$ cat src/rtl/lfgs_pkg.sv
// Shared types and constants for the life board generation step block.
package lfgs_pkg;

   localparam int COUNT_W   = 7;
   localparam int CSR_W     = 32;
   localparam int CSR_ADDR_W = 3;

   localparam logic [COUNT_W-1:0] COUNT_RESET = 7'd64;

   localparam logic [3:0] BIRTH_COUNT   = 4'd3;
   localparam logic [3:0] SURVIVE_COUNT = 4'd2;

   typedef enum logic [1:0] {
      CMD_WRITE = 2'd0,
      CMD_READ  = 2'd1,
      CMD_STEP  = 2'd2,
      CMD_CHECK = 2'd3
   } cmd_type;

   typedef enum logic {
      REG_ROW_COUNT = 1'b0,
      REG_COL_COUNT = 1'b1
   } reg_index_type;

   typedef enum logic {
      ST_IDLE = 1'b0,
      ST_RUN  = 1'b1
   } state_type;

   // packed from the top bit down: cmd sits in the lowest bits
   typedef struct packed {
      logic       cell_value;
      logic [5:0] cell_col;
      logic [5:0] cell_row;
      cmd_type    cmd;
   } req_type;

endpackage

$ cat src/rtl/lfgs_row_next.sv
// B3/S23 next-generation logic for one row from its three-row window.
module lfgs_row_next
   import lfgs_pkg::*;
#(
   parameter int WIDTH = 64
) (
   input  logic [WIDTH-1:0] up_word,
   input  logic [WIDTH-1:0] cur_word,
   input  logic [WIDTH-1:0] dn_word,
   input  logic [WIDTH-1:0] col_mask,
   output logic [WIDTH-1:0] next_word,
   output logic             changed
);

   logic [WIDTH+1:0] up_pad;
   logic [WIDTH+1:0] cur_pad;
   logic [WIDTH+1:0] dn_pad;
   logic [WIDTH-1:0] born;
   logic [WIDTH-1:0] cur_act;

   always_comb begin
      logic [3:0] n;
      cur_act = cur_word & col_mask;
      up_pad  = {1'b0, up_word, 1'b0};
      cur_pad = {1'b0, cur_act, 1'b0};
      dn_pad  = {1'b0, dn_word, 1'b0};
      for (int c = 0; c < WIDTH; c++) begin
         n = 4'(up_pad[c]) + 4'(up_pad[c+1]) + 4'(up_pad[c+2])
           + 4'(cur_pad[c]) + 4'(cur_pad[c+2])
           + 4'(dn_pad[c]) + 4'(dn_pad[c+1]) + 4'(dn_pad[c+2]);
         born[c] = (n == BIRTH_COUNT) || (cur_act[c] && (n == SURVIVE_COUNT));
      end
      next_word = (cur_word & ~col_mask) | (born & col_mask);
      changed   = |((born ^ cur_word) & col_mask);
   end

endmodule

$ cat config.mk
export PLATFORM = sky130hd
export DESIGN_NAME = lfgs_row_next
export DESIGN_NICKNAME = d
export VERILOG_FILES = /design/src/rtl/lfgs_pkg.sv /design/src/rtl/lfgs_row_next.sv
export SDC_FILE = /design/constraint.sdc
export NUM_CORES = 1
export LEC_CHECK = 0
export BUFFER_PORTS_ARGS = -buffer_cell sky130_fd_sc_hd__buf_2
export CORE_MARGIN = 2
export CORE_UTILIZATION = 58
export DETAILED_ROUTE_END_ITERATION = 6
export PLACE_DENSITY = 0.85
export SYNTH_ARGS = -nofsm -noshare
export SYNTH_HDL_FRONTEND = slang
export SYNTH_SLANG_ARGS = --single-unit
export TNS_END_PERCENT = 50
$ cat constraint.sdc
create_clock -name vclk -period 12
set_clock_uncertainty 0.1 [all_clocks]
set_input_delay 2.4 -clock vclk [all_inputs]
set_output_delay 2.4 -clock vclk [all_outputs]
set_load 0.005 [all_outputs]
==> reports/results.txt <==
outcome - finished, final reports clean
hold_buf cts - 0
final setup violation count - 0
Max Fclk - 0.101 GHz
Area Overhead vs Synth - 14.9%
Final Hold Slack - 4980 ps
max-slew violations - 0
I/O pin count - 321
post-synthesis sequential area ratio - 0%
CP endpoint kind - primary output
Crit Path Max Fanout - 4
crit start category - primary input
global-route wire length before repair - 65.7 mm
syn nets - 2340
# rows - 56
most frequent cells in the layout - inv_1, buf_2, fa_1
WL final - 42.2 mm
Final GP Congestion - 0.979
Worst Setup EP - changed
# port buffers - 321
fin crit share - 82.5%
top area cells in the synthesized netlist - fa_1, ha_1, inv_1
crit path buf inv count - 4
# Post-CTS Setup Buffers - 0
Worst Tran Pin Value - 1130 ps
max incr delay on CP - 560 ps
FFs & Latches - 0
detailed placer's ending HPWL - 39.1 mm
CP Launch Point - dn_word[32]
antenna violations before repair - 14
Rel. slew slack - 24.1%
Critical Path, Cell by Cell - buf_2, inv_1, fa_1, fa_1, fa_1, inv_1, ha_1, fa_1, o22ai_1, or3_1, or4_1, or4_1, nor4_1, nand4_1, buf_2
total gr overflow - 0
RSZ-0062 raised after global routing - no
post-synth cell types - 68
yosys warns - 0
Pre-antenna DRT Iters - 6
post-synth top area cell - fa_1
Overall Global Routing Usage - 34.1%
antenna viol nets, final - 0
die area - 24700 µm²
share of post-route cells with drive strength above 1 - 16.9%
Avg Cell Area, Syn - 8.28 µm²
via count - 13300
HP Class - in -> out
setup TNS - 0 ps
Final Hold Fails - 0
routed vias/inst - 5.79
largest net degree at the start of global routing - 8
crit path time final - 9900 ps
average wire per standard cell - 18.4 µm
vias in the first global route - 13500
CP arrival - 7400 ps
critical path's most frequent cell - fa_1
Worst Path Required - 9500 ps
crit path kind - in -> out
die width - 157 µm
Stages on worst setup path - 15
delay-heaviest family, CP - adder cells
DRT iter0 DRCs - 963
DRC - 0
Seq. cell area - 0 µm²
effective utilization at floorplan - 58.5%
CTS resizes - 0
Max Cap Violations - 0
# clk buffers - 0
die height - 157 µm
Cells after Synth - 1644
Core ar. - 23300 µm²
Worst path slowest cell - fa_1
most common cell after layout, fill and taps aside - inv_1
post-synthesis cell area - 13600 µm²
nets@finish - 2663
post-synth top area share - 37.1%
## synthesized netlist by cell type, types with 5 or more instances
cell       number
mux2i_1        12
and4b_1        13
and3b_1        10
nand3_1        16
a311oi_1        5
nand3b_1       29
nor2_1         59
nand2b_1       13
nor3_1         18
nor3b_1         7
o211ai_1       10
a2111oi_0       6
nor4b_1         8
nor4_1         15
a21o_1          5
and3_1         14
a21oi_1       163
nand2_1       150
ha_1          188
fa_1          252
nor2b_1        30
nand4_1        20
inv_1         389
a211oi_1       15
o22ai_1        19
o21ai_0        63
o2111ai_1       5
and2_1          6
nand4b_1       28
## worst min path at each step
stage                       from       endpoint  slack (ps)  cells after the start
floorplan            col_mask[0]   next_word[0]        4750                      1
global placement    col_mask[49]  next_word[49]        4970                      3
detailed placement  col_mask[49]  next_word[49]        4980                      3
CTS                 col_mask[49]  next_word[49]        4980                      3
global route        col_mask[11]  next_word[11]        5000                      3
finish              col_mask[49]  next_word[49]        4980                      3
## area by class of cell
cell class | count | area, µm²
multi-input cells | 1255 | 12200
repair buffers | 321 | 1610
diodes | 7 | 17.5
inverters | 389 | 1460
fillers | 1948 | 7620
well taps | 319 | 399
## worst min-delay path: stages
cell	delay, ps
buf_2	110
a21oi_1	50
buf_2	120
## layer usage
layer | share of wire (%) | track usage (%)
met1 | 39 | 41.2
met2 | 46 | 57.2
met3 | 8.7 | 8.54
met4 | 5.7 | 16.5
met5 | 0.28 | 0
## cells by family (layout without fill, tap and decap cells)
kind of cell	count (synthesis)	in the layout	synth area share, %
AO/OA/AOI/OAI	337	337	14.8
buffers and inverters	389	710	10.7
XOR/XNOR	4	4	0.257
AND/OR/NAND/NOR	458	458	18.7
other	0	7	0
adder cells (fa/ha/maj)	440	440	54.3
multiplexers	16	16	1.21
## through the flow
step                cell area [µm²]  setup slack (ps)  util [%]  instances
floorplan                     13600              3040         -       1644
global placement              15600              2240      67.2       2284
detailed placement            15600              2190      67.2       2284
CTS                           15600              2160      67.2       2284
global route                  15600              1960      67.2       2287
finish                        15600              2100      67.2       2291
