## src/rtl/lfgs_pkg.sv

```systemverilog
// Shared types and constants for the life board generation step block.
package lfgs_pkg;

   localparam int COUNT_W   = 7;
   localparam int CSR_W     = 32;
   localparam int CSR_ADDR_W = 3;

   localparam logic [COUNT_W-1:0] COUNT_RESET = 7'd64;

   localparam logic [3:0] BIRTH_COUNT   = 4'd3;
   localparam logic [3:0] SURVIVE_COUNT = 4'd2;

   typedef enum logic [1:0] {
      CMD_WRITE = 2'd0,
      CMD_READ  = 2'd1,
      CMD_STEP  = 2'd2,
      CMD_CHECK = 2'd3
   } cmd_type;

   typedef enum logic {
      REG_ROW_COUNT = 1'b0,
      REG_COL_COUNT = 1'b1
   } reg_index_type;

   typedef enum logic {
      ST_IDLE = 1'b0,
      ST_RUN  = 1'b1
   } state_type;

   // packed from the top bit down: cmd sits in the lowest bits
   typedef struct packed {
      logic       cell_value;
      logic [5:0] cell_col;
      logic [5:0] cell_row;
      cmd_type    cmd;
   } req_type;

endpackage

```

## src/rtl/lfgs_row_cell.sv

```systemverilog
// One row cell of the board chain: holds a row word and takes its neighbor's word on shift.
module lfgs_row_cell
   import lfgs_pkg::*;
#(
   parameter int WIDTH = 64
) (
   input  logic             clock,
   input  logic             reset,
   input  logic             shift_en,
   input  logic [WIDTH-1:0] word_in,
   output logic [WIDTH-1:0] word_out
);

   logic [WIDTH-1:0] word_ff;
   logic [WIDTH-1:0] word_in_nxt;

   always_comb begin
      word_in_nxt = shift_en ? word_in : word_ff;
   end

   always_ff @(posedge clock) begin
      if (reset) begin
         word_ff <= '0;
      end else begin
         word_ff <= word_in_nxt;
      end
   end

   assign word_out = word_ff;

endmodule

```

## config.mk

```make
export PLATFORM = sky130hd
export DESIGN_NAME = lfgs_row_cell
export DESIGN_NICKNAME = d
export VERILOG_FILES = /design/src/rtl/lfgs_pkg.sv /design/src/rtl/lfgs_row_cell.sv
export SDC_FILE = /design/constraint.sdc
export NUM_CORES = 1
export LEC_CHECK = 0
export BUFFER_PORTS_ARGS = -buffer_cell sky130_fd_sc_hd__buf_2
export CAP_MARGIN = 20
export CELL_PAD_IN_SITES_DETAIL_PLACEMENT = 1
export CELL_PAD_IN_SITES_GLOBAL_PLACEMENT = 2
export CORE_MARGIN = 1.5
export CORE_UTILIZATION = 27
export CTS_BUF_LIST = sky130_fd_sc_hd__clkbuf_16
export CTS_CLUSTER_DIAMETER = 120
export DETAILED_ROUTE_END_ITERATION = 7
export HOLD_SLACK_MARGIN = 0.02
export PLACE_DENSITY = 0.92
export SETUP_SLACK_MARGIN = 0.15
export SYNTH_ARGS = -nofsm -noshare
export SYNTH_HDL_FRONTEND = slang
export SYNTH_SLANG_ARGS = --single-unit
```

## constraint.sdc

```tcl
create_clock -name clock -period 1.6 [get_ports clock]
set_input_delay 0.24 -clock clock [delete_from_list [all_inputs] [get_ports clock]]
set_output_delay 0.24 -clock clock [all_outputs]
set_load 0.02 [all_outputs]
```

==> results of run 1 <==
where the power goes:
part | switching (uW) | internal, uW | leakage [uW]
Clock | 643 | 1340 | 0.000161
Sequential | 46.9 | 1690 | 0.000529
Combinational | 294 | 227 | 0.00111
Total | 984 | 3260 | 0.00180
synth_stat cells, drive strengths merged:
master  count
dfxtp      64
mux2i      64
nor2       64
buf        13
clkbuf      1
layer usage:
metal | global-route usage (%) | part of all wire [%]
met1 | 13.9 | 40
met2 | 21.9 | 53
met3 | 4.31 | 6.8
met4 | 5.85 | 0.90
met5 | 0 | 0
worst min-delay path by stage:
stage / startpoint / to / slack (ns) / depth (start not counted)
global route: word_in[23] / word_out[23] / 0.15 / 3
CTS: word_in[0] / word_out[0] / 0.15 / 3
detailed placement: word_out[52] / word_out[52] / 0.48 / 2
global placement: word_out[40] / word_out[40] / 0.47 / 2
floorplan: word_in[10] / word_out[10] / 0.39 / 2
finish: word_in[0] / word_out[0] / 0.16 / 3
kinds of logic (layout without fill, tap and decap cells):
group / Yosys count / in the layout / share of synthesized area (%)
buffers and inverters: 14 / 149 / 5.63
muxes: 64 / 64 / 28.0
and+or+nand+nor: 64 / 64 / 10.5
DFF: 64 / 64 / 55.9
area by class of cell:
cell class	count	area (um2)
flip-flops and latches	64	1280
multi-input cells	128	881
clock inverters	7	80.1
fillers	958	4900
well taps	105	131
clock buffers	9	225
repair buffers	133	713
per-stage QoR:
stage / instance area, um2 / hold slack (ns)
floorplan: 2290 / 0.387
global placement: 3010 / 0.468
detailed placement: 3010 / 0.480
CTS: 3310 / 0.146
global route: 3310 / 0.151
finish: 3310 / 0.157
==> summary.md, run 1 <==
| Metric | Value |
|---|---|
| Outcome | complete, no violations |
| Ports | 131 |
| DR vias/cell | 4.24 |
| Max reg flops | 64 |
| Setup TNS | 0 ns |
| Leakage | 0.00180 uW |
| Final setup viols | 0 |
| CTS Buffer Depth | 2 |
| Crit Path Class | flop to output pin |
| Post-Route WL | 5.68 mm |
| Die H | 95.1 um |
| Post-Syn Nets | 273 |
| Initial antenna violation count | 0 |
| Max frequency | 0.934 GHz |
| Routability cong. | 0.611 |
| Clk root buf | clkbuf_16 |
| PD cells | 1280 mW/mm2 |
| Routed Antenna Nets | 0 |
| Tot GR Track Use | 12.7% |
| FF+latch count, synth | 64 |
| Core Rows | 33 |
| Diodes inserted | 0 |
| Cts repair resizes | 0 |
| CP bufs+invs | 1 |
| Most common cell after layout, fill and taps aside | buf_2 |
| Gate Count Post-Synth | 206 |
| Overflow after GRT | 0 |
| Core area | 0.00822 mm2 |
| Cell Area, Synth | 0.00229 mm2 |
| Unrepaired setup endpoints after global routing | no |
| Worst Reg-to-Reg Cells | 2 |
| Placed Instances | 430 |
| Slowest stage delay, CP | 0.35 ns |
| Ranking of synthesized cells by area | dfxtp_1 56%, mux2i_1 28%, nor2_1 10%, buf_8 3.9%, buf_1 0.98% |
| Reg-to-Reg Start | word_out[16] |
| Synthesis-to-finish area growth | 44.6% |
| Via count | 1,892 |
| Largest net degree at the start of global routing | 65 |
| Fin cells | 446 |
| Critical path depth | 1 |
| # Post-CTS Setup Buffers | 0 |
| Place WS | 0.542 ns |
| Peak supply drop | 0.000519 V |
| CP Capture Point | word_out[51] |
| Clock transition at the registers of the reported paths | 0.05 ns |
| Highest net fanout along the worst path | 2 |
| Total power | 4240 uW |
| Worst Clk Skew | 0 ns |
| Yosys top cell area share | 55.9% |
| Proportion of layout cells with a drive suffix above 1 | 42.5% |
| Yosys top cell by area | dfxtp_1 |
| First-pass DRT Iterations | 4 |
| Nets | 403 |
| Buffers on Ports | 130 |
| Max Cap Violations | 0 |
| HPWL after detailed placement | 4.03 mm |
| Register area share after synthesis | 55.9% |
| CTS tree | done |
| CP endpoint kind | output pin |
| Fin. max-slew vios | 0 |
| Slew HR | 80.7% |
| Die area | 0.00905 mm2 |
| Synth warn | 0 |
| Remaining DRCs | 0 |
| WL per Instance | 12.7 um |
| Worst hold path class | input pin to flop |
| Worst EP arrival | 0.83 ns |
| Vias in the first global route | 1,873 |
| CP Launch Point | word_out[51] |
| Tmin final | 1.07 ns |
| Critical Path, Cell by Cell | buf_2 |
| Worst path top cell family by delay | flip-flops |
| Detailed Route Iter0 Violations | 44 |
| Hold Fails Final Rpt | 0 |
| Worst skew pair latency | 0.31 ns |
| R2R Setup Slk | 0.97 ns |
| Syn avg cell area | 11.1 um2 |
| Post-route setup slack | 0.530 ns |
| Critical path's slowest cell | dfxtp_1 |
| First-pass GRT wire length | 8.76 mm |
| Synth cell types | 7 |
| Worst R2R End | word_out[16] |
| Hold Buf Count CTS | 0 |
| CTS Buf Count | 9 |
| Clock sink count | 64 |
| Fin util | 40.3% |
| Starting density of the core | 27.9% |
| Die Width | 95.1 um |
| Req. time, crit path | 1.36 ns |
| Most frequent cells in the layout | 129 x buf_2, 64 x mux2i_1, 64 x nor2_1, 64 x dfxtp_1, 9 x clkbuf_16 |
| Fin crit share | 66.9% |
| Slew @ Worst Pin | 0.289 ns |
| CP startpoint kind | flop |
| H-tree levels | 3 |
Note: power is estimated with default switching activity, not from simulation.
==> run 2: changes to the inputs <==
--- a/config.mk
+++ b/config.mk
@@ -10,12 +10,12 @@
 export CELL_PAD_IN_SITES_DETAIL_PLACEMENT = 1
 export CELL_PAD_IN_SITES_GLOBAL_PLACEMENT = 2
 export CORE_MARGIN = 1.5
-export CORE_UTILIZATION = 27
+export CORE_UTILIZATION = 25
 export CTS_BUF_LIST = sky130_fd_sc_hd__clkbuf_16
 export CTS_CLUSTER_DIAMETER = 120
 export DETAILED_ROUTE_END_ITERATION = 7
 export HOLD_SLACK_MARGIN = 0.02
-export PLACE_DENSITY = 0.92
+export PLACE_DENSITY = 0.86
 export SETUP_SLACK_MARGIN = 0.15
 export SYNTH_ARGS = -nofsm -noshare
 export SYNTH_HDL_FRONTEND = slang
==> constraint.sdc (replaced) <==
create_clock -name clock -period 1.06 [get_ports clock]
set_input_delay 0.159 -clock clock [delete_from_list [all_inputs] [get_ports clock]]
set_output_delay 0.159 -clock clock [all_outputs]
set_load 0.02 [all_outputs]
==> summary.md, run 2 (same netlist as run 1, synthesis figures left out) <==
| Metric | Value |
|---|---|
| Max reg flops | 64 |
| Combinational Power Share | 15.3% |
| Peak supply drop | 0.000754 V |
| Grt peak-use layer | met2 |
| CTS Buffer Depth | 2 |
| GR Util met3 | 5.96% |
| Worst R2R End | word_out[12] |
| Critical path's slowest cell | dfxtp_2 |
| Tot GR Track Use | 12.6% |
| HPWL after detailed placement | 4.11 mm |
| Die Width | 98.7 um |
| HP Start | word_in[10] |
| Diodes inserted | 0 |
| Highest net fanout along the worst path | 2 |
| Unrepaired setup endpoints after global routing | yes |
| CP bufs+invs | 1 |
| Worst Clk Skew | 0 ns |
| Largest net degree at the start of global routing | 34 |
| DR vias/cell | 4.27 |
| Slew HR | 86.0% |
| Routed Antenna Nets | 0 |
| Worst Reg-to-Reg Cells | 3 |
| Critical Path, Cell by Cell | buf_6 |
| Switch Pwr | 1540 uW |
| Detailed Route Iter0 Violations | 53 |
| Met2 track demand over resource | 21.1% |
| Reg-to-Reg Start | word_out[12] |
| Worst EP arrival | 0.77 ns |
| Clock transition at the registers of the reported paths | 0.05 ns |
| Leakage | 0.00191 uW |
| Setup TNS | 0 ns |
| Outcome | complete, but fails checks |
| Clk root buf | clkbuf_16 |
| Req. time, crit path | 0.90 ns |
| CP startpoint kind | flop |
| Clock power share | 42.9% |
| Die H | 98.7 um |
| Most common cell after layout, fill and taps aside | buf_2 |
| Hold depth | 3 |
| CTS tree | done |
| Worst skew pair latency | 0.31 ns |
| H-tree levels | 3 |
| Fin crit share | 87.8% |
| Fin cells | 455 |
| Grt met1 use | 14.6% |
| Clock sink count | 64 |
| Core area | 0.00881 mm2 |
| WL per Instance | 13.3 um |
| Final setup viols | 0 |
| Max Cap Violations | 0 |
| Proportion of layout cells with a drive suffix above 1 | 62.5% |
| Slew @ Worst Pin | 0.210 ns |
| Core Rows | 34 |
| CTS Buf Count | 9 |
| Max frequency | 1.07 GHz |
| Fill cell count | 993 |
| Worst path top cell family by delay | flip-flops |
| Pint | 4890 uW |
| Routability cong. | 0.656 |
| PD cells | 1680 mW/mm2 |
| Initial antenna violation count | 0 |
| Remaining DRCs | 10 |
| Slowest stage delay, CP | 0.34 ns |
| Vias in the first global route | 2,075 |
| R2R Setup Slk | 0.30 ns |
| Overflow after GRT | 0 |
| Via count | 1,945 |
| Synthesis-to-finish area growth | 67.3% |
| Fin. max-slew vios | 0 |
| Post-Route WL | 6.07 mm |
| Failing checks | DRC |
| Most frequent cells in the layout | 65 x buf_2, 64 x mux2i_1, 64 x nor2_1, 64 x buf_6, 64 x dfxtp_2 |
| Starting density of the core | 26.0% |
| Die area | 0.00975 mm2 |
| Nets | 410 |
| Sequential power share | 41.8% |
| First-pass GRT wire length | 9.77 mm |
| Placed Instances | 435 |
| Hold Fails Final Rpt | 0 |
| Hold Path Sink | word_out[10] |
| Tmin final | 0.930 ns |
| Ports | 131 |
| CP endpoint kind | output pin |
| Crit Path Class | flop to output pin |
| Buffers on Ports | 130 |
| Sw Share | 24.0% |
| Worst hold path class | input pin to flop |
| First-pass DRT Iterations | 6 |
## run 2: changes by cell type in the layout (fill, tap and decap cells not counted), moves of 2 or more
cell,previous run,this run
clkinv_2,1,3
dfxtp_1,64,0
inv_1,3,1
buf_4,1,7
buf_2,129,65
dfxtp_2,0,64
buf_6,0,64
## run 2: layer usage
| metal | vias up | share of wire (%) |
|---|---|---|
| met3 | 6 | 9.0 |
| met4 | 0 | 0.87 |
| met2 | 80 | 49 |
| met1 | 912 | 41 |
| met5 | - | 0 |
| li1 | 947 | - |
## run 2: worst max-delay path by stage
stage | from | end | depth (start not counted)
6_report | word_out[5] | word_out[5] | 1
5_1_grt | word_out[30] | word_out[30] | 1
4_1_cts | word_out[8] | word_out[8] | 1
3_5_place_dp | shift_en | word_out[57] | 4
3_3_place_gp | shift_en | word_out[38] | 4
2_1_floorplan | shift_en | word_out[10] | 4
## run 2: power by group through the flow
stage               registers (uW)  clock network (uW)  logic (uW)
CTS                           2680                2870         988
global placement              2670                   0         798
finish                        2690                2760         986
detailed placement            2670                   0         815
floorplan                     2850                   0         318
global route                  2700                2990        1070
## run 2: layout make-up
cell class | count | area, um2 | area share (%)
clock buffers | 9 | 225 | 5.87
repair buffers | 140 | 1180 | 30.7
multi-input cells | 128 | 881 | 23.0
flip-flops and latches | 64 | 1360 | 35.5
clock inverters | 6 | 52.6 | 1.37
well taps | 108 | 135 | 3.52
## run 2: stage by stage
stage	instance area (um2)	power [uW]	hold slack, ns	util (%)	setup WS [ns]
2_1_floorplan	2290	3160	0.306	-	0.247
3_3_place_gp	3040	3460	0.390	34.5	0.147
3_5_place_dp	3040	3490	0.404	34.5	0.121
4_1_cts	3810	6550	0.0623	43.3	0.108
5_1_grt	3830	6750	0.0845	43.5	0.0956
6_report	3830	6430	0.0799	43.5	0.130
## run 2: timing repair
item / 4_1_cts / 5_1_grt
endpoints found under the setup margin: 64 / 64
gates resized for setup: 192 / 0
buffers inserted: 2 / 3
hold buffers: 0 / 0
pin swaps: 0 / 0
